==> config.mk <==
export PLATFORM = sky130hd
export DESIGN_NAME = dsts_front
export DESIGN_NICKNAME = d
export VERILOG_FILES = /design/src/rtl/dsts_pkg.sv /design/src/rtl/dsts_front.sv
export SDC_FILE = /design/constraint.sdc
export NUM_CORES = 1
export LEC_CHECK = 0
export ABC_CLOCK_PERIOD_IN_PS = 11950
export BUFFER_PORTS_ARGS = -buffer_cell sky130_fd_sc_hd__buf_4
export CORE_ASPECT_RATIO = 1.75
export CORE_MARGIN = 2
export CORE_UTILIZATION = 50
export CTS_CLUSTER_DIAMETER = 60
export DETAILED_ROUTE_END_ITERATION = 8
export GPL_TIMING_DRIVEN = 1
export MAX_ROUTING_LAYER = met4
export PLACE_DENSITY = 0.86
export SYNTH_ARGS = -nofsm -noshare
export SYNTH_HDL_FRONTEND = slang
export SYNTH_SLANG_ARGS = --single-unit
==> constraint.sdc <==
create_clock -name clk -period 11.95 [get_ports clk]
set_input_delay 0.5975 -clock clk [delete_from_list [all_inputs] [get_ports clk]]
set_output_delay 0.5975 -clock clk [all_outputs]
set_load 0.05 [all_outputs]
==> src/rtl/dsts_pkg.sv <==
`timescale 1ns / 1ps
`default_nettype none
// ----------------------------------------------------------------------------
// dsts_pkg: shared types and constants
// Field widths, fixed-point constants and the front/back queue item format.
// ----------------------------------------------------------------------------
package dsts_pkg;

	localparam int FREQ_BITS   = 16;
	localparam int DOCLEN_BITS = 24;
	localparam int MU_W        = 20;
	localparam int PROB_W      = 32;
	localparam int BOOST_W     = 24;
	localparam int SCORE_W     = 32;

	localparam logic [MU_W-1:0] MU_RESET = MU_W'(2000);
	localparam logic [31:0]     LN2_Q32  = 32'hB17217F8;

	// doclen + mu
	localparam int DEN_W = ((DOCLEN_BITS > MU_W) ? DOCLEN_BITS : MU_W) + 1;
	localparam int MUP_W = MU_W + PROB_W;
	// mu*p + freq*2^32, one carry bit past 64
	localparam int NUM_W = 65;

	// log2 result: integer part 0..64, 32 fraction bits
	localparam int LOG_FRAC  = 32;
	localparam int LOG_INT_W = 7;
	localparam int LOG_W     = LOG_INT_W + LOG_FRAC;
	// lead detect, normalize, one register per squaring step
	localparam int LOG_LAT   = LOG_FRAC + 2;

	localparam int T_W     = LOG_W + 2;
	localparam int MAG_W   = T_W - 1;
	localparam int LNMAG_W = MAG_W + 1;
	localparam int PROD_W  = LNMAG_W + BOOST_W;

	localparam int QDEPTH = 4;
	localparam int QPTR_W = 2;
	localparam int QCNT_W = 3;

	typedef struct packed {
		logic [FREQ_BITS-1:0] freq;
		logic [DEN_W-1:0]     den;
		logic [MU_W-1:0]      mu;
		logic [PROB_W-1:0]    prob;
		logic [BOOST_W-1:0]   boost;
	} dsts_item_t;

	typedef struct packed {
		logic full;
		logic empty;
	} dsts_qstat_t;

endpackage
`default_nettype wire

==> src/rtl/dsts_front.sv <==
`timescale 1ns / 1ps
`default_nettype none
// ----------------------------------------------------------------------------
// dsts_front: input stage
// Takes transfers, patches zero prob/mu, forms doclen+mu, feeds the queue.
// ----------------------------------------------------------------------------
module dsts_front (
	input  wire logic                               clk,
	input  wire logic                               arst_n,
	input  wire logic                               in_valid,
	output logic                                    in_stall,
	input  wire logic [dsts_pkg::FREQ_BITS-1:0]     term_freq,
	input  wire logic [dsts_pkg::DOCLEN_BITS-1:0]   doc_length,
	input  wire logic [dsts_pkg::PROB_W-1:0]        collection_prob,
	input  wire logic [dsts_pkg::BOOST_W-1:0]       query_boost,
	input  wire logic [dsts_pkg::MU_W-1:0]          mu,
	input  wire dsts_pkg::dsts_qstat_t              qstat,
	output logic                                    push,
	output dsts_pkg::dsts_item_t                    item
);
	import dsts_pkg::*;

	logic       valid_q;
	dsts_item_t item_q;
	logic [MU_W-1:0] mu_fix;

	assign in_stall = valid_q && qstat.full;
	assign push     = valid_q && !qstat.full;
	assign item     = item_q;
	assign mu_fix   = (mu == '0) ? MU_W'(1) : mu;

	always_ff @(posedge clk or negedge arst_n) begin
		if (!arst_n) begin
			valid_q <= 1'b0;
		end else if (!in_stall) begin
			valid_q <= in_valid;
		end
	end

	always_ff @(posedge clk) begin
		if (in_valid && !in_stall) begin
			item_q.freq  <= term_freq;
			item_q.den   <= DEN_W'(doc_length) + DEN_W'(mu_fix);
			item_q.mu    <= mu_fix;
			item_q.prob  <= (collection_prob == '0) ? PROB_W'(1) : collection_prob;
			item_q.boost <= query_boost;
		end
	end

endmodule
`default_nettype wire

==> impl_metrics.yaml <==
cts:
  ctsRootBufferMaster: "clkbuf_16"
  clk_pin_slew_ns: 0.05
  numCtsBuffers: 17
  cts_tree: "yes"
  htree_levels: 4
  clkLatencyLatePin_ns: 0.40
  clock-sinks: 118
  cts_resized: 0
  clockBufferDepth: 2
  cts_setup_buffers: 0
pwr:
  ir_drop_mv: 0.125
  p_leak_nw: 3.07
  power_density_nw_per_um2: 168
worst_setup_path:
  ff2ff_setup_slack_ns: 9.20
  reg2reg_depth: 3
  crit_start: "mu[14]"
  critPathSlowestCell: "nor4_1"
  cp_max_fo: 3
  cp-start-kind: "input pin"
  max_stage_delay_ns: 0.51
  path_common_cell: "o41ai_1"
  required_ns: 12.08
  path_buf_inv: 1
  cp-end-kind: "register"
  r2r_start: "valid_q"
  critical_path_class: "input pin to register"
  cp_top_family: "compound AO/OA/AOI/OAI gates"
  rr_endpoint: "item[24]"
  worstPathArrival_ns: 3.61
  crit_chain: "buf_4 > nor4_1 > nand4_1 > o41ai_1 > ha_1 > fa_1 > a21o_1 > nand4_1 > a21oi_1 > o41ai_1 > o41ai_1 > xor2_1"
synthesis:
  ys_types: 46
  ys_ff_latch: 118
  synth.most_common_cell: "edfxtp_1"
  syn_nets: 472
  syn_area_um2: 4930
  synth_top_flop_cell: "edfxtp_1"
  ys_seq_area_frac: 0.718
  async_flop_share: 0.00847
  avgSynthCellArea_um2: 14.9
  yosysWarnings: 0
  synth_commonest_cells: "117 x edfxtp_1, 50 x clkbuf_1, 20 x ha_1, 17 x a21oi_1, 14 x nor4_1"
  yosys-top-cells-area: "edfxtp_1 71%, ha_1 5.1%, clkbuf_1 3.8%"
  synth_edf_count: 117
  syn-instance-count: 330
  yosysTopAreaCell: "edfxtp_1"
  synth_top_cell_area_share: 0.713
sta:
  max_slew_margin: 0.292
  final.min_clock_period_ns: 3.49
  tns_ns: 0
  layout_setup_ws_ns: 8.46
  hold_viol_final: 0
  finalSetupViolCount: 0
  clock_skew_ns: 0.00789
  rsz0062_at_grt: "false"
  max_freq_mhz: 287
  drv_slew: 0
  max_slew.worst_pin.slew_ns: 1.06
  fin_crit_sh: 0.292
floorplan:
  start_util: 0.507
  die_h_um: 135
  coreArea_um2: 9730
  dieArea_um2: 10700
  ios: 240
  rows: 48
  die_x_um: 79.1
routing:
  ant_nets: 0
  drtPass1Iterations: 5
  drc: 0
  viasPerCell: 5.36
  post_drt_wl_per_cell_um: 21.2
  routed_wl_um: 14300
  drt_iter0_drc: 256
  num_vias: 3604
final_layout:
  fin_cells: 673
  fin_area_um2: 7240
  nFillCells: 615
  synthToLayoutAreaGrowth_pct: 46.8
  diodes: 0
  layout.nets: 678
  drive_above_1_share: 0.505
  utilization: 0.744
placed_design:
  numPortBuffers: 238
  dp_hpwl_um: 10600
  place_area_um2: 6680
  pre_cts_ws_ns: 8.07
  gp_congestion: 0.906
  place_inst: 641
grt:
  overflow: 0
  grt_pass1_wl_um: 20600
  grt_max_degree: 81
  groute.usage.overall: 0.273
  antenna_found_initial: 0
  first_global_vias: 3722
min_path:
  holdPathEnd: "item[102]"
  holdPathStages: 1
  worst_hold_path_type: "input pin to register"
  worstHoldStart: "term_freq[1]"
flow_run:
  maxCapViolCount: 0
run_status:
  status: "finished, final reports clean"
==> worst register-to-register path, stage by stage (launching register included) <==
cell and delay [ns]:
dfrtp_1 0.36, and2_1 0.21, nor2b_4 0.83, buf_4 0.90
==> kinds of logic after synthesis <==
logic type / after synthesis / share of synthesized area
compound gates: 51 / 0.0759
flops: 118 / 0.718
xor+xnor: 21 / 0.0373
buf+inv: 57 / 0.0452
simple gates: 62 / 0.0693
fa+ha+maj: 21 / 0.0548
==> metal layers <==
metal,vias up,part of all wire,track usage
met4,0,0.028,0.105
li1,1630,-,-
met1,1744,0.34,0.266
met3,32,0.071,0.0807
met5,-,0,-
met2,198,0.56,0.498
==> worst max-delay path by stage <==
stage	endpoint	slack [ns]	cells past startpoint
global route	item[90]	8.14	12
CTS	item[90]	8.44	12
finish	item[90]	8.46	12
floorplan	item[0]	5.23	2
global placement	item[90]	8.15	12
detailed placement	item[90]	8.07	12
==> cell usage in the layout, fill, tap and decap left out, types with 2 or more instances in the layout <==
cell / instances
a21o_1: 6
a21o_2: 2
a21oi_1: 17
a31oi_1: 4
and2_1: 3
and3_1: 2
buf_4: 239
bufinv_16: 2
clkbuf_1: 2
clkbuf_16: 17
clkinv_1: 4
clkinv_2: 4
clkinv_4: 2
edfxtp_1: 117
ha_1: 20
inv_1: 4
nand2_1: 12
nand3_1: 3
nand4_1: 5
nor2_1: 11
nor4_1: 14
o211ai_1: 3
o21ai_0: 3
o21bai_1: 2
o41ai_1: 3
or2_2: 2
xnor2_1: 12
xor2_1: 9
==> layout make-up <==
type,count,area (µm²),area share
flip-flops and latches,118,3540,0.489
repair buffers,240,1800,0.249
multi-input cells,155,1180,0.163
clock buffers,19,433,0.0598
well taps,125,156,0.0216
clock inverters,12,113,0.0156
inverters,4,15.0,0.00207
==> state kept, by name, indices dropped and copies added (netlist names) <==
| register | flops |
|---|---|
| item | 117 |
| valid_q | 1 |
==> power by group <==
part | switching (mW) | internal (mW)
logic | 0.162 | 0.0834
registers | 0.00842 | 0.492
clock network | 0.168 | 0.301
==> through the flow <==
stage	hold WS, ns	total power [mW]
4_1_cts	0.354	1.22
3_3_place_gp	0.373	0.743
2_1_floorplan	0.302	0.666
6_report	0.369	1.21
5_1_grt	0.348	1.25
3_5_place_dp	0.377	0.750
==> what timing repair did <==
item                                    CTS  global route
endpoints found under the setup margin    0             0
hold buffers                              1             0
hold endpoints to repair                  1             0
(Power assumes the default switching activity.)
