<file path="src/rtl/dsts_pkg.sv">
`timescale 1ns / 1ps
`default_nettype none
// ----------------------------------------------------------------------------
// dsts_pkg: shared types and constants
// Field widths, fixed-point constants and the front/back queue item format.
// ----------------------------------------------------------------------------
package dsts_pkg;

	localparam int FREQ_BITS   = 16;
	localparam int DOCLEN_BITS = 24;
	localparam int MU_W        = 20;
	localparam int PROB_W      = 32;
	localparam int BOOST_W     = 24;
	localparam int SCORE_W     = 32;

	localparam logic [MU_W-1:0] MU_RESET = MU_W'(2000);
	localparam logic [31:0]     LN2_Q32  = 32'hB17217F8;

	// doclen + mu
	localparam int DEN_W = ((DOCLEN_BITS > MU_W) ? DOCLEN_BITS : MU_W) + 1;
	localparam int MUP_W = MU_W + PROB_W;
	// mu*p + freq*2^32, one carry bit past 64
	localparam int NUM_W = 65;

	// log2 result: integer part 0..64, 32 fraction bits
	localparam int LOG_FRAC  = 32;
	localparam int LOG_INT_W = 7;
	localparam int LOG_W     = LOG_INT_W + LOG_FRAC;
	// lead detect, normalize, one register per squaring step
	localparam int LOG_LAT   = LOG_FRAC + 2;

	localparam int T_W     = LOG_W + 2;
	localparam int MAG_W   = T_W - 1;
	localparam int LNMAG_W = MAG_W + 1;
	localparam int PROD_W  = LNMAG_W + BOOST_W;

	localparam int QDEPTH = 4;
	localparam int QPTR_W = 2;
	localparam int QCNT_W = 3;

	typedef struct packed {
		logic [FREQ_BITS-1:0] freq;
		logic [DEN_W-1:0]     den;
		logic [MU_W-1:0]      mu;
		logic [PROB_W-1:0]    prob;
		logic [BOOST_W-1:0]   boost;
	} dsts_item_t;

	typedef struct packed {
		logic full;
		logic empty;
	} dsts_qstat_t;

endpackage
`default_nettype wire

</file>
<file path="src/rtl/dsts_queue.sv">
`timescale 1ns / 1ps
`default_nettype none
// ----------------------------------------------------------------------------
// dsts_queue: small FIFO between front and back
// ----------------------------------------------------------------------------
module dsts_queue (
	input  wire logic                  clk,
	input  wire logic                  arst_n,
	input  wire logic                  push,
	input  wire dsts_pkg::dsts_item_t  wr_item,
	input  wire logic                  pop,
	output dsts_pkg::dsts_item_t       rd_item,
	output dsts_pkg::dsts_qstat_t      qstat
);
	import dsts_pkg::*;

	dsts_item_t         mem_q [0:QDEPTH-1];
	logic [QPTR_W-1:0]  wptr_q;
	logic [QPTR_W-1:0]  rptr_q;
	logic [QCNT_W-1:0]  cnt_q;
	logic               do_push;
	logic               do_pop;

	assign qstat.full  = (cnt_q == QCNT_W'(QDEPTH));
	assign qstat.empty = (cnt_q == '0);
	assign do_push     = push && !qstat.full;
	assign do_pop      = pop && !qstat.empty;
	assign rd_item     = mem_q[rptr_q];

	always_ff @(posedge clk) begin
		if (do_push) begin
			mem_q[wptr_q] <= wr_item;
		end
	end

	always_ff @(posedge clk or negedge arst_n) begin
		if (!arst_n) begin
			wptr_q <= '0;
			rptr_q <= '0;
			cnt_q  <= '0;
		end else begin
			if (do_push) begin
				wptr_q <= wptr_q + 1'b1;
			end
			if (do_pop) begin
				rptr_q <= rptr_q + 1'b1;
			end
			if (do_push && !do_pop) begin
				cnt_q <= cnt_q + 1'b1;
			end else if (do_pop && !do_push) begin
				cnt_q <= cnt_q - 1'b1;
			end
		end
	end

endmodule
`default_nettype wire

</file>
<file path="config.mk">
export PLATFORM = sky130hd
export DESIGN_NAME = dsts_queue
export DESIGN_NICKNAME = d
export VERILOG_FILES = /design/src/rtl/dsts_pkg.sv /design/src/rtl/dsts_queue.sv
export SDC_FILE = /design/constraint.sdc
export NUM_CORES = 1
export LEC_CHECK = 0
export BUFFER_PORTS_ARGS = -buffer_cell sky130_fd_sc_hd__buf_2
export CAP_MARGIN = 20
export CORE_UTILIZATION = 40
export CTS_BUF_LIST = sky130_fd_sc_hd__clkbuf_16
export CTS_CLUSTER_DIAMETER = 100
export DETAILED_ROUTE_END_ITERATION = 10
export HOLD_SLACK_MARGIN = 0.03
export PLACE_DENSITY = 0.6
export SLEW_MARGIN = 20
export SYNTH_ARGS = -nofsm -noshare
export SYNTH_HDL_FRONTEND = slang
export SYNTH_SLANG_ARGS = --single-unit
</file>
<file path="constraint.sdc">
create_clock -name clk -period 6.5 [get_ports clk]
set_input_delay 0.325 -clock clk [delete_from_list [all_inputs] [get_ports clk]]
set_output_delay 0.325 -clock clk [all_outputs]
set_load 0.01 [all_outputs]
</file>
==> summary.txt, run 1 <==
fraction of layout instances using a drive strength above 1: 0.4128
Worst Path Buf+Inv: 2
global-route wire length before repair: 50830 µm
post-synthesis mux area share: 0.1528
Cells after Synth: 647
area share of the largest cell type after synthesis: 0.8078
Pwr Total: 9580 µW
via/cell ratio: 4.830
number of fill cells: 3510
vias in the first global route: 8645
remaining global-route overflow: 0
Std-Cell Core Area: 42980 µm²
XOR/XNOR share of the synthesized area: 0.003021
worst hold path stage count: 3
post-layout util: 0.5082
clock slew at the register clock pins of the worst setup and hold paths: 0.06 ns
RSZ-0062 raised after global routing: false
category of the worst setup path capture point: primary output
cell type with the highest aggregate area in the netlist: sky130_fd_sc_hd__edfxtp_1
logic depth of the worst register-to-register path: 4
source of the critical timing path: rptr_q[1]
summed negative setup slack over all endpoints: 0 ns
power density over the cells: 438.6 nW/µm²
worst flop-to-flop path endpoint: mem_q[2][49]
CTS Sinks: 475
largest cells by area after synthesis: sky130_fd_sc_hd__edfxtp_1 81%, sky130_fd_sc_hd__mux4_2 15%, sky130_fd_sc_hd__buf_12 1.2%
per-cell routed wire length: 20.16 µm
Post-Syn Nets: 774
number of distinct library cell variants in the gate-level netlist after synthesis: 21
cell at the root of the clock tree: sky130_fd_sc_hd__clkbuf_16
number of buffers inserted during clock tree synthesis: 49
routability-driven placement congestion ratio: 0.7134
critical hold path startpoint: pop
TritonCTS clock tree: built
number of port buffers: 239
Die Footprint: 44330 µm²
run status: completed
insertion delay to the later sink of the worst-skew pair: 0.57 ns
endpoints failing hold: 0
estimated wirelength of the detail-placed design: 19530 µm
worst-path cell chain: buf_4 > mux4_2 > buf_2
arrival time at the worst endpoint: 3.13 ns
share of the synthesized area in compound gates (AO/OA/AOI/OAI): 0
top cell family by delay on the critical path: flip-flops
DIE HEIGHT: 210.5 µm
count of unresolved DRC violations after routing: 0
Worst IR Drop VDD: 259.2 µV
worst min-delay path endpoint: rptr_q[0]
total track usage: 0.1537
standard-cell row count: 76
Setup CP Type: register to primary output
remaining number of nets flagged by the antenna check after routing: 0
Final Slew Violations: 0
fraction of the mapped netlist area in adder cells: 0.004747
highest net fanout along the worst path: 65
CTS max path bufs: 3
DIE WIDTH: 210.5 µm
sequential area share after synthesis: 0.8179
maximum number of pins on one net before global-route repair: 67
Pre-antenna DRT Iters: 4
Placed Instances: 1455
WP data required: 6.17 ns
number of I/O pins: 240
largest family of logic cells by synthesized area: multiplexers
total of endpoints with negative setup slack in the final report: 0
initial core utilization: 0.4048
category of the worst setup path launch point: register
count of buffers added by post-CTS timing repair for setup: 0
max-cap violation count: 0
slowest cell delay on critical path: 1.11 ns
area growth from synthesis to layout: 25.55%
Post-Synthesis Mean Instance Area: 26.89 µm²
worst reg2reg path startpoint: cnt_q[2]
standby leakage power: 0.007544 µW
Synth Area in Simple Gates: 0.003596
clock skew: 0.01543 ns
count of nets after finishing: 1166
class of the worst hold path: input pin to register
transition time at the pin with the least slew margin: 1.038 ns
Initial DRC Count: 467
total wirelength of the detailed-routed design: 33580 µm
slowest cell on the critical path: sky130_fd_sc_hd__dfrtp_4
Cell Area, Synth: 17400 µm²
initial antenna violation count: 5
worst slew slack as a fraction of its limit: 0.3081
Ys Warns: 0
crit share post-route: 0.5319
register-to-register setup slack: 3.35 ns
via count: 8046
final standard cell count with taps included and fillers excluded: 1666
maximum operating frequency: 289.2 MHz
Max H-tree Level: 2
count of state elements after synthesis: 475
shortest clock period the worst path allows after layout: 3.457 ns
through the flow:
| stage | hold WS, ns | worst slack [ns] | cell area [µm²] |
|---|---|---|---|
| floorplan | 0.02941 | 2.488 | 17400 |
| detailed placement | 0.1731 | 3.281 | 19130 |
| finish | 0.06912 | 3.043 | 21840 |
| global route | 0.05387 | 2.848 | 21840 |
| global placement | 0.1730 | 3.322 | 19130 |
| CTS | 0.03656 | 2.938 | 21830 |
tightest hold or removal path, cell delays in order:
cell and delay [ns]:
sky130_fd_sc_hd__buf_2 0.12, sky130_fd_sc_hd__nand2_1 0.09, sky130_fd_sc_hd__xnor2_1 0.06
worst max-delay path by stage:
stage | end | slack (ns) | cells past startpoint
after floorplan | mem_q[0][0] | 2.49 | 4
after global placement | mem_q[2][7] | 3.32 | 4
after detailed placement | mem_q[2][7] | 3.28 | 4
after CTS | rd_item[42] | 2.94 | 3
after global routing | rd_item[42] | 2.85 | 3
final | rd_item[42] | 3.04 | 3
final cells by class:
cell class | count | area (µm²) | share of cell area
Clock inverter | 40 | 274.0 | 0.01255
Inverter | 4 | 15.01 | 0.0006874
Antenna cell | 3 | 7.507 | 0.0003437
Timing Repair Buffer | 368 | 2460 | 0.1126
Multi-Input combinational cell | 141 | 2865 | 0.1312
Clock buffer | 50 | 1251 | 0.05729
Sequential cell | 475 | 14240 | 0.6518
Tap cell | 585 | 732.0 | 0.03351
state kept, by name, indices dropped and copies added (netlist names):
signal and cells:
wptr_q 2, rptr_q 2, mem_q 468, cnt_q 3
synth_stat cells, drive strengths merged:
cell    count
edfxtp    468
mux4      117
buf        20
clkbuf      7
dfrtp       7
ha          5
and2        4
inv         4
xnor2       4
mux2        2
xor2        2
fa          1
nand2       1
nand3       1
nor2        1
nor2b       1
nor3b       1
or3         1
power breakdown:
group	internal (µW)	total [µW]	switching, µW	leakage [µW]
clock	1510	2620	1100	0.000815
sequential	4050	4300	249	0.00437
combinational	1240	2660	1430	0.00236
total	6800	9580	2780	0.00754
cells by family (layout without fill, tap and decap cells):
| family | count (synthesis) | after routing |
|---|---|---|
| other | 0 | 3 |
| AND/OR/NAND/NOR | 10 | 10 |
| XOR/XNOR | 6 | 6 |
| buffers and inverters | 31 | 462 |
| flip-flops | 475 | 475 |
| multiplexers | 119 | 119 |
| adder cells (fa/ha/maj) | 6 | 6 |
per-layer routing:
| metal | track usage | wire length, µm | up-vias |
|---|---|---|---|
| li1 | - | - | 3590 |
| met4 | 0.04348 | 637 | 4 |
| met2 | 0.2481 | 16100 | 204 |
| met1 | 0.2016 | 14500 | 4192 |
| met3 | 0.04753 | 2314 | 56 |
| met5 | 0 | 27 | - |
repair_timing:
| action | in CTS | in global routing |
|---|---|---|
| hold buffers | 118 | 0 |
| resized for setup | 0 | 0 |
| endpoints found under the hold margin | 475 | 0 |
layout by cell type, fill, tap and decap left out:
master,synthesis,final
sky130_fd_sc_hd__nand2_1,1,1
sky130_fd_sc_hd__clkbuf_16,0,50
sky130_fd_sc_hd__dlygate4sd3_1,0,118
sky130_fd_sc_hd__ha_1,5,5
sky130_fd_sc_hd__edfxtp_1,468,468
sky130_fd_sc_hd__clkinv_8,0,1
sky130_fd_sc_hd__buf_4,1,11
sky130_fd_sc_hd__diode_2,0,3
sky130_fd_sc_hd__dfrtp_1,7,5
sky130_fd_sc_hd__nor3b_2,1,1
sky130_fd_sc_hd__bufinv_16,0,3
sky130_fd_sc_hd__or3_1,1,1
sky130_fd_sc_hd__clkinv_1,0,5
sky130_fd_sc_hd__inv_1,4,20
sky130_fd_sc_hd__fa_1,1,1
sky130_fd_sc_hd__clkinv_2,0,11
sky130_fd_sc_hd__mux4_2,117,117
sky130_fd_sc_hd__xnor2_1,4,4
sky130_fd_sc_hd__xor2_1,2,2
sky130_fd_sc_hd__clkinv_4,0,1
sky130_fd_sc_hd__nand3_1,1,1
sky130_fd_sc_hd__nor2_1,1,1
sky130_fd_sc_hd__and2_4,0,4
sky130_fd_sc_hd__clkinvlp_4,0,1
sky130_fd_sc_hd__dfrtp_4,0,2
sky130_fd_sc_hd__nor2b_1,1,1
sky130_fd_sc_hd__mux2_2,2,2
sky130_fd_sc_hd__buf_2,6,239
sky130_fd_sc_hd__inv_6,0,2
Note: power is estimated with default switching activity, not from simulation.
==> run 2, diff against run 1 <==
==> constraint.sdc (replaced) <==
create_clock -name clk -period 3.6 [get_ports clk]
set_input_delay 0.18 -clock clk [delete_from_list [all_inputs] [get_ports clk]]
set_output_delay 0.18 -clock clk [all_outputs]
set_load 0.01 [all_outputs]
==> run 2 against run 1 <==
Critical path type unchanged; clock-buffer cell count grew 3; worst hold slack improved by 0.035 ns; sequential cell count did not move; combinational power is 87% higher; utilization rose by 0.83 points; clock skew hardly changed; register-to-register slack worse by 2.1 ns.
==> summary.txt, run 2 (synthesized netlist as in run 1, its figures left out) <==
TritonCTS clock tree: built
registers with the highest flip-flop counts: mem_q x468, cnt_q x3
count of unresolved DRC violations after routing: 0 (unchanged)
remaining global-route overflow: 0 (unchanged)
arrival time at the worst endpoint: 2.56 ns (-0.57 ns)
shortest clock period the worst path allows after layout: 2.737 ns
crit share post-route: 0.7604
number of buffers inserted during clock tree synthesis: 50 (+2.0%)
cell at the root of the clock tree: sky130_fd_sc_hd__clkbuf_16
standby leakage power: 0.007666 µW (+1.6%)
DIE WIDTH: 210.5 µm (unchanged)
Final Slew Violations: 0 (unchanged)
number of I/O pins: 240 (unchanged)
final worst setup slack: 0.8627 ns (-2.180 ns)
routability-driven placement congestion ratio: 0.7402 (+3.8%)
worst setup slack after placement: 1.212 ns (-2.069 ns)
endpoints failing hold: 0 (unchanged)
RSZ-0062 raised after global routing: false
Setup CP Type: register to primary output
WP data required: 3.42 ns (-2.75 ns)
maximum number of pins on one net before global-route repair: 67 (unchanged)
Pre-antenna DRT Iters: 4 (unchanged)
Die Footprint: 44330 µm² (unchanged)
fraction of layout instances using a drive strength above 1: 0.4148 (+0.002034)
worst flop-to-flop path endpoint: mem_q[0][109]
Std-Cell Core Area: 42980 µm² (unchanged)
remaining number of nets flagged by the antenna check after routing: 0 (unchanged)
worst slew slack as a fraction of its limit: 0.5026 (+0.1946)
CTS max path bufs: 3 (unchanged)
register-to-register setup slack: 1.24 ns (-2.11 ns)
via/cell ratio: 4.855 (+0.52%)
Reg with most FFs: mem_q
highest net fanout along the worst path: 24 (-63%)
category of the worst setup path launch point: register
area growth from synthesis to layout: 27.60%
total track usage: 0.1530 (-0.0007470)
transition time at the pin with the least slew margin: 0.7460 ns (-0.2919 ns)
end point of the critical path: rd_item[9]
number of fill cells: 3448 (-1.8%)
commonest cells after routing, fill and taps aside: 468 x sky130_fd_sc_hd__edfxtp_1, 239 x sky130_fd_sc_hd__buf_2, 120 x sky130_fd_sc_hd__dlygate4sd3_1, 117 x sky130_fd_sc_hd__mux4_2, 53 x sky130_fd_sc_hd__clkbuf_16
clock slew at the register clock pins of the worst setup and hold paths: 0.05 ns (about the same)
Final Hold Slack: 0.1041 ns (+0.03500 ns)
estimated wirelength of the detail-placed design: 19540 µm (about the same)
number of port buffers: 239 (unchanged)
logic depth of the worst register-to-register path: 4 (unchanged)
most common cell after layout, fill and taps aside: sky130_fd_sc_hd__edfxtp_1
source of the critical timing path: rptr_q[0]
count of buffers added by post-CTS timing repair for setup: 0 (unchanged)
CTS Sinks: 475 (unchanged)
Pwr Total: 17800 µW (+86%)
Worst IR Drop VDD: 584.2 µV (+130%)
via count: 8146 (+1.2%)
count of nets after finishing: 1179 (+1.1%)
total wirelength of the detailed-routed design: 33410 µm (-0.49%)
class of the worst hold path: input pin to register
summed negative setup slack over all endpoints: 0 ns (unchanged)
clock skew: 0.01555 ns (+0.0001214 ns)
Max H-tree Level: 2 (unchanged)
initial antenna violation count: 1 (-4)
worst reg2reg path startpoint: cnt_q[2]
DIE HEIGHT: 210.5 µm (unchanged)
vias in the first global route: 8913 (+3.1%)
per-cell routed wire length: 19.91 µm (-1.2%)
global-route wire length before repair: 51010 µm (+0.37%)
insertion delay to the later sink of the worst-skew pair: 0.57 ns (about the same)
power density over the cells: 801.8 nW/µm² (+83%)
total of endpoints with negative setup slack in the final report: 0 (unchanged)
category of the worst setup path capture point: primary output
run status: completed
Largest register FFs: 468 (unchanged)
standard-cell row count: 76 (unchanged)
max-cap violation count: 0 (unchanged)
Initial DRC Count: 399 (-15%)
maximum operating frequency: 365.3 MHz
initial core utilization: 0.4048 (unchanged)
-- run 2: changes by cell type in the layout (fill, tap and decap cells not counted), moves of 3 or more --
cell,previous run,this run
sky130_fd_sc_hd__clkinv_1,5,14
sky130_fd_sc_hd__buf_12,0,11
sky130_fd_sc_hd__clkbuf_16,50,53
sky130_fd_sc_hd__inv_1,20,15
sky130_fd_sc_hd__clkinv_2,11,3
sky130_fd_sc_hd__bufinv_16,3,6
-- run 2: stage by stage --
stage               area, µm²  utilization  instances
detailed placement      19340       0.4500       1465
finish                  22200       0.5165       1678
global placement        19340       0.4500       1465
CTS                     22200       0.5164       1677
global route            22200       0.5165       1678
floorplan               17400            -        647
-- run 2: how the worst min path moves through the flow --
| stage | end | startpoint | cells past startpoint |
|---|---|---|---|
| after detailed placement | cnt_q[1] | arst_n | 1 |
| after global routing | wptr_q[0] | push | 3 |
| after global placement | cnt_q[1] | arst_n | 1 |
| after floorplan | cnt_q[0] | arst_n | 0 |
| after CTS | wptr_q[0] | push | 3 |
| final | wptr_q[0] | push | 3 |
-- run 2: cell type report --
cell class	instances	area, µm²	share of cell area
Sequential cell	475	14240	0.6413
Multi-Input combinational cell	141	2865	0.1291
Clock inverter	39	329.1	0.01482
Inverter	4	15.01	0.0006764
Clock buffer	53	1326	0.05975
Antenna cell	1	2.502	0.0001127
Tap cell	585	732.0	0.03297
Timing Repair Buffer	380	2693	0.1213
-- run 2: worst max-delay path: stages (launching register included) --
cell and delay, ns:
sky130_fd_sc_hd__dfrtp_4 0.75, sky130_fd_sc_hd__buf_4 0.48, sky130_fd_sc_hd__mux4_2 0.57, sky130_fd_sc_hd__buf_2 0.16
-- run 2: what timing repair did --
action | CTS | global route
resized for setup | 0 | 0
hold buffers | 120 | 0
endpoints found under the hold margin | 477 | 0
-- run 2: per-layer routing --
layer,vias up,GRT usage,wire (µm)
met3,49,0.04231,2117
met2,222,0.2508,16520
li1,3622,-,-
met1,4253,0.1962,14080
met4,0,0.05347,694
met5,-,0,0
-- run 2: report_power, final --
group / switching, µW / internal [µW] / total [µW]
Sequential: 424 / 7300 / 7730
Clock: 2020 / 3070 / 5090
Combinational: 2590 / 2380 / 4980
==> run 3, diff against run 2 <==
--- a/config.mk
+++ b/config.mk
@@ -12,7 +12,7 @@
 export CTS_CLUSTER_DIAMETER = 100
 export DETAILED_ROUTE_END_ITERATION = 10
 export HOLD_SLACK_MARGIN = 0.03
-export PLACE_DENSITY = 0.6
+export PLACE_DENSITY = 0.62
 export SLEW_MARGIN = 20
 export SYNTH_ARGS = -nofsm -noshare
 export SYNTH_HDL_FRONTEND = slang
==> constraint.sdc (replaced) <==
create_clock -name clk -period 2.35 [get_ports clk]
set_input_delay 0.1175 -clock clk [delete_from_list [all_inputs] [get_ports clk]]
set_output_delay 0.1175 -clock clk [all_outputs]
set_load 0.01 [all_outputs]
==> run 3 against run 2 <==
Non-clock buffer count up 26; via count up 1.2%; sequential power increased by 50%; die area stayed put; sequential share of layout area down 0.78 points; setup slack worse by 0.77 ns; clock skew down 0.0070 ns; clock power grew 44%; global-route usage increased by 0.31 points; cell area grew 1.2%; critical path depth up 1; utilization up 0.63 points; critical endpoint is now rd_item[10].
==> summary.txt, run 3 (synthesized netlist as in run 1, its figures left out) <==
power density over the cells: 1221 nW/µm² (+52%)
internal power: 19660 µW (+54%)
endpoints failing hold: 0 (unchanged)
crit share post-route: 0.9600
category of the worst setup path launch point: register
critical hold path startpoint: push
class of the worst hold path: input pin to register
number of buffers inserted during clock tree synthesis: 49 (-2.0%)
global-route wire length before repair: 51860 µm (+1.7%)
maximum number of pins on one net before global-route repair: 66 (-1.5%)
power share of the clock group: 0.267 (-0.019)
cell at the root of the clock tree: sky130_fd_sc_hd__clkbuf_16
standby leakage power: 0.007798 µW (+1.7%)
Pwr Total: 27430 µW (+54%)
arrival time at the worst endpoint: 2.14 ns (-0.42 ns)
area of all sequential standard cells: 14240 µm² (unchanged)
slowest cell delay on critical path: 0.53 ns (-0.22 ns)
remaining number of nets flagged by the antenna check after routing: 0 (unchanged)
shortest clock period the worst path allows after layout: 2.256 ns
CTS max path bufs: 3 (unchanged)
worst-path cell chain: buf_12 > buf_12 > mux4_2 > buf_2
initial antenna violation count: 2 (+1)
Setup CP Type: register to primary output
total wirelength of the detailed-routed design: 33800 µm (+1.1%)
number of port buffers: 239 (unchanged)
Placed Instances: 1485 (+1.4%)
number of I/O pins: 240 (unchanged)
transition time at the pin with the least slew margin: 0.4561 ns (-0.2900 ns)
vias in the first global route: 8936 (+0.26%)
Max H-tree Level: 2 (unchanged)
maximum operating frequency: 443.3 MHz
DIE HEIGHT: 210.5 µm (unchanged)
Std-Cell Core Area: 42980 µm² (unchanged)
fraction of layout instances using a drive strength above 1: 0.4246 (+0.009761)
category of the worst setup path capture point: primary output
WP data required: 2.23 ns (-1.19 ns)
Final Slew Violations: 0 (unchanged)
run status: completed
area growth from synthesis to layout: 29.17%
registers with the highest flip-flop counts: mem_q x468, cnt_q x3
footprint of the multi-input gates: 2865 µm² (unchanged)
standard-cell row count: 76 (unchanged)
via count: 8242 (+1.2%)
number of fill cells: 3423 (-0.73%)
DIE WIDTH: 210.5 µm (unchanged)
source of the critical timing path: rptr_q[0]
combinational cell fraction of total power: 0.310 (+0.030)
final standard cell count with taps included and fillers excluded: 1700 (+1.3%)
switching pwr: 7774 µW (+54%)
total track usage: 0.1561 (+0.003101)
clock slew at the register clock pins of the worst setup and hold paths: 0.06 ns (about the same)
most numerous cell on the critical path: sky130_fd_sc_hd__buf_12
initial core utilization: 0.4048 (unchanged)
Seq pwr share: 0.422 (-0.012)
commonest cells after routing, fill and taps aside: 468 x sky130_fd_sc_hd__edfxtp_1, 236 x sky130_fd_sc_hd__buf_2, 120 x sky130_fd_sc_hd__dlygate4sd3_1, 117 x sky130_fd_sc_hd__mux4_2, 49 x sky130_fd_sc_hd__clkbuf_16
TritonCTS clock tree: built
insertion delay to the later sink of the worst-skew pair: 0.56 ns (about the same)
highest net fanout along the worst path: 12 (-50%)
RSZ-0062 raised after global routing: true
via/cell ratio: 4.848 (-0.13%)
count of unresolved DRC violations after routing: 0 (unchanged)
worst reg2reg path startpoint: cnt_q[0]
Initial DRC Count: 380 (-4.8%)
clock skew: 0.008574 ns (-0.006974 ns)
Worst Path Buf+Inv: 3 (+1)
Reg with most FFs: mem_q
top cell family by delay on the critical path: multiplexers
Die Footprint: 44330 µm² (unchanged)
max-cap violation count: 0 (unchanged)
Pre-antenna DRT Iters: 4 (unchanged)
Worst IR Drop VDD: 777.0 µV (+33%)
total of endpoints with negative setup slack in the final report: 0 (unchanged)
Largest register FFs: 468 (unchanged)
Final Hold Slack: 0.1293 ns (+0.02515 ns)
most common cell after layout, fill and taps aside: sky130_fd_sc_hd__edfxtp_1
worst slew slack as a fraction of its limit: 0.6960 (+0.1933)
routability-driven placement congestion ratio: 0.6992 (-5.5%)
estimated wirelength of the detail-placed design: 20300 µm (+3.9%)
CTS Sinks: 475 (unchanged)
remaining global-route overflow: 0 (unchanged)
switch share: 0.2834 (+0.0003314)
count of nets after finishing: 1204 (+2.1%)
per-cell routed wire length: 19.88 µm (-0.16%)
slowest cell on the critical path: sky130_fd_sc_hd__mux4_2
## run 3: final timing paths
kind,cells past startpoint,endpoint,slack [ns]
worst min-delay path,4,wptr_q[0],0.13
worst max-delay path,4,rd_item[10],0.09
min in group asynchronous,3,rptr_q[0],0.51
max in group asynchronous,3,rptr_q[1],1.58
worst min register to register,1,cnt_q[2],0.49
worst max register to register,8,cnt_q[2],0.23
## run 3: repair_timing
| item | in CTS | in global routing |
|---|---|---|
| endpoints found under the setup margin | 82 | 10 |
| buffers inserted | 6 | 0 |
| gates resized for setup | 0 | 5 |
| hold endpoints to repair | 477 | 0 |
| hold buffers | 120 | 0 |
## run 3: cell type report
type | instances | area share
flip-flops and latches | 475 | 0.6335
repair buffers | 406 | 0.1378
multi-input cells | 141 | 0.1275
clock buffers | 49 | 0.05457
well taps | 585 | 0.03257
clock inverters | 39 | 0.01325
inverters | 4 | 0.0006682
diodes | 1 | 0.0001114
## run 3: per-stage QoR
step | TNS (ns) | setup WS (ns) | utilization | cell area, µm²
finish | 0 | 0.09402 | 0.5228 | 22470
global route | -0.006161 | -0.005094 | 0.5228 | 22470
floorplan | -169.46 | -0.3621 | - | 17400
detailed placement | 0 | 0.2261 | 0.4575 | 19670
global placement | 0 | 0.2528 | 0.4575 | 19670
CTS | 0 | 0.02555 | 0.5220 | 22440
## run 3: layer usage
layer | up-vias | track usage | routed length (µm)
met5 | - | 0 | 17
met4 | 2 | 0.05272 | 737
met3 | 54 | 0.04455 | 2210
met2 | 218 | 0.2629 | 17110
met1 | 4295 | 0.1937 | 13720
li1 | 3673 | - | -
## run 3: power groups by stage
stage | Clock (µW) | Sequential [µW] | Combinational (µW)
global placement | 0 | 11700 | 8390
finish | 7330 | 11600 | 8510
detailed placement | 0 | 11800 | 8410
floorplan | 0 | 11700 | 5270
global route | 7860 | 11700 | 9190
CTS | 7560 | 11600 | 8700
## run 3: worst min-delay path: stages
cell                      delay, ns
sky130_fd_sc_hd__buf_2         0.10
sky130_fd_sc_hd__nor2b_1       0.14
sky130_fd_sc_hd__buf_4         0.16
sky130_fd_sc_hd__xnor2_1       0.12
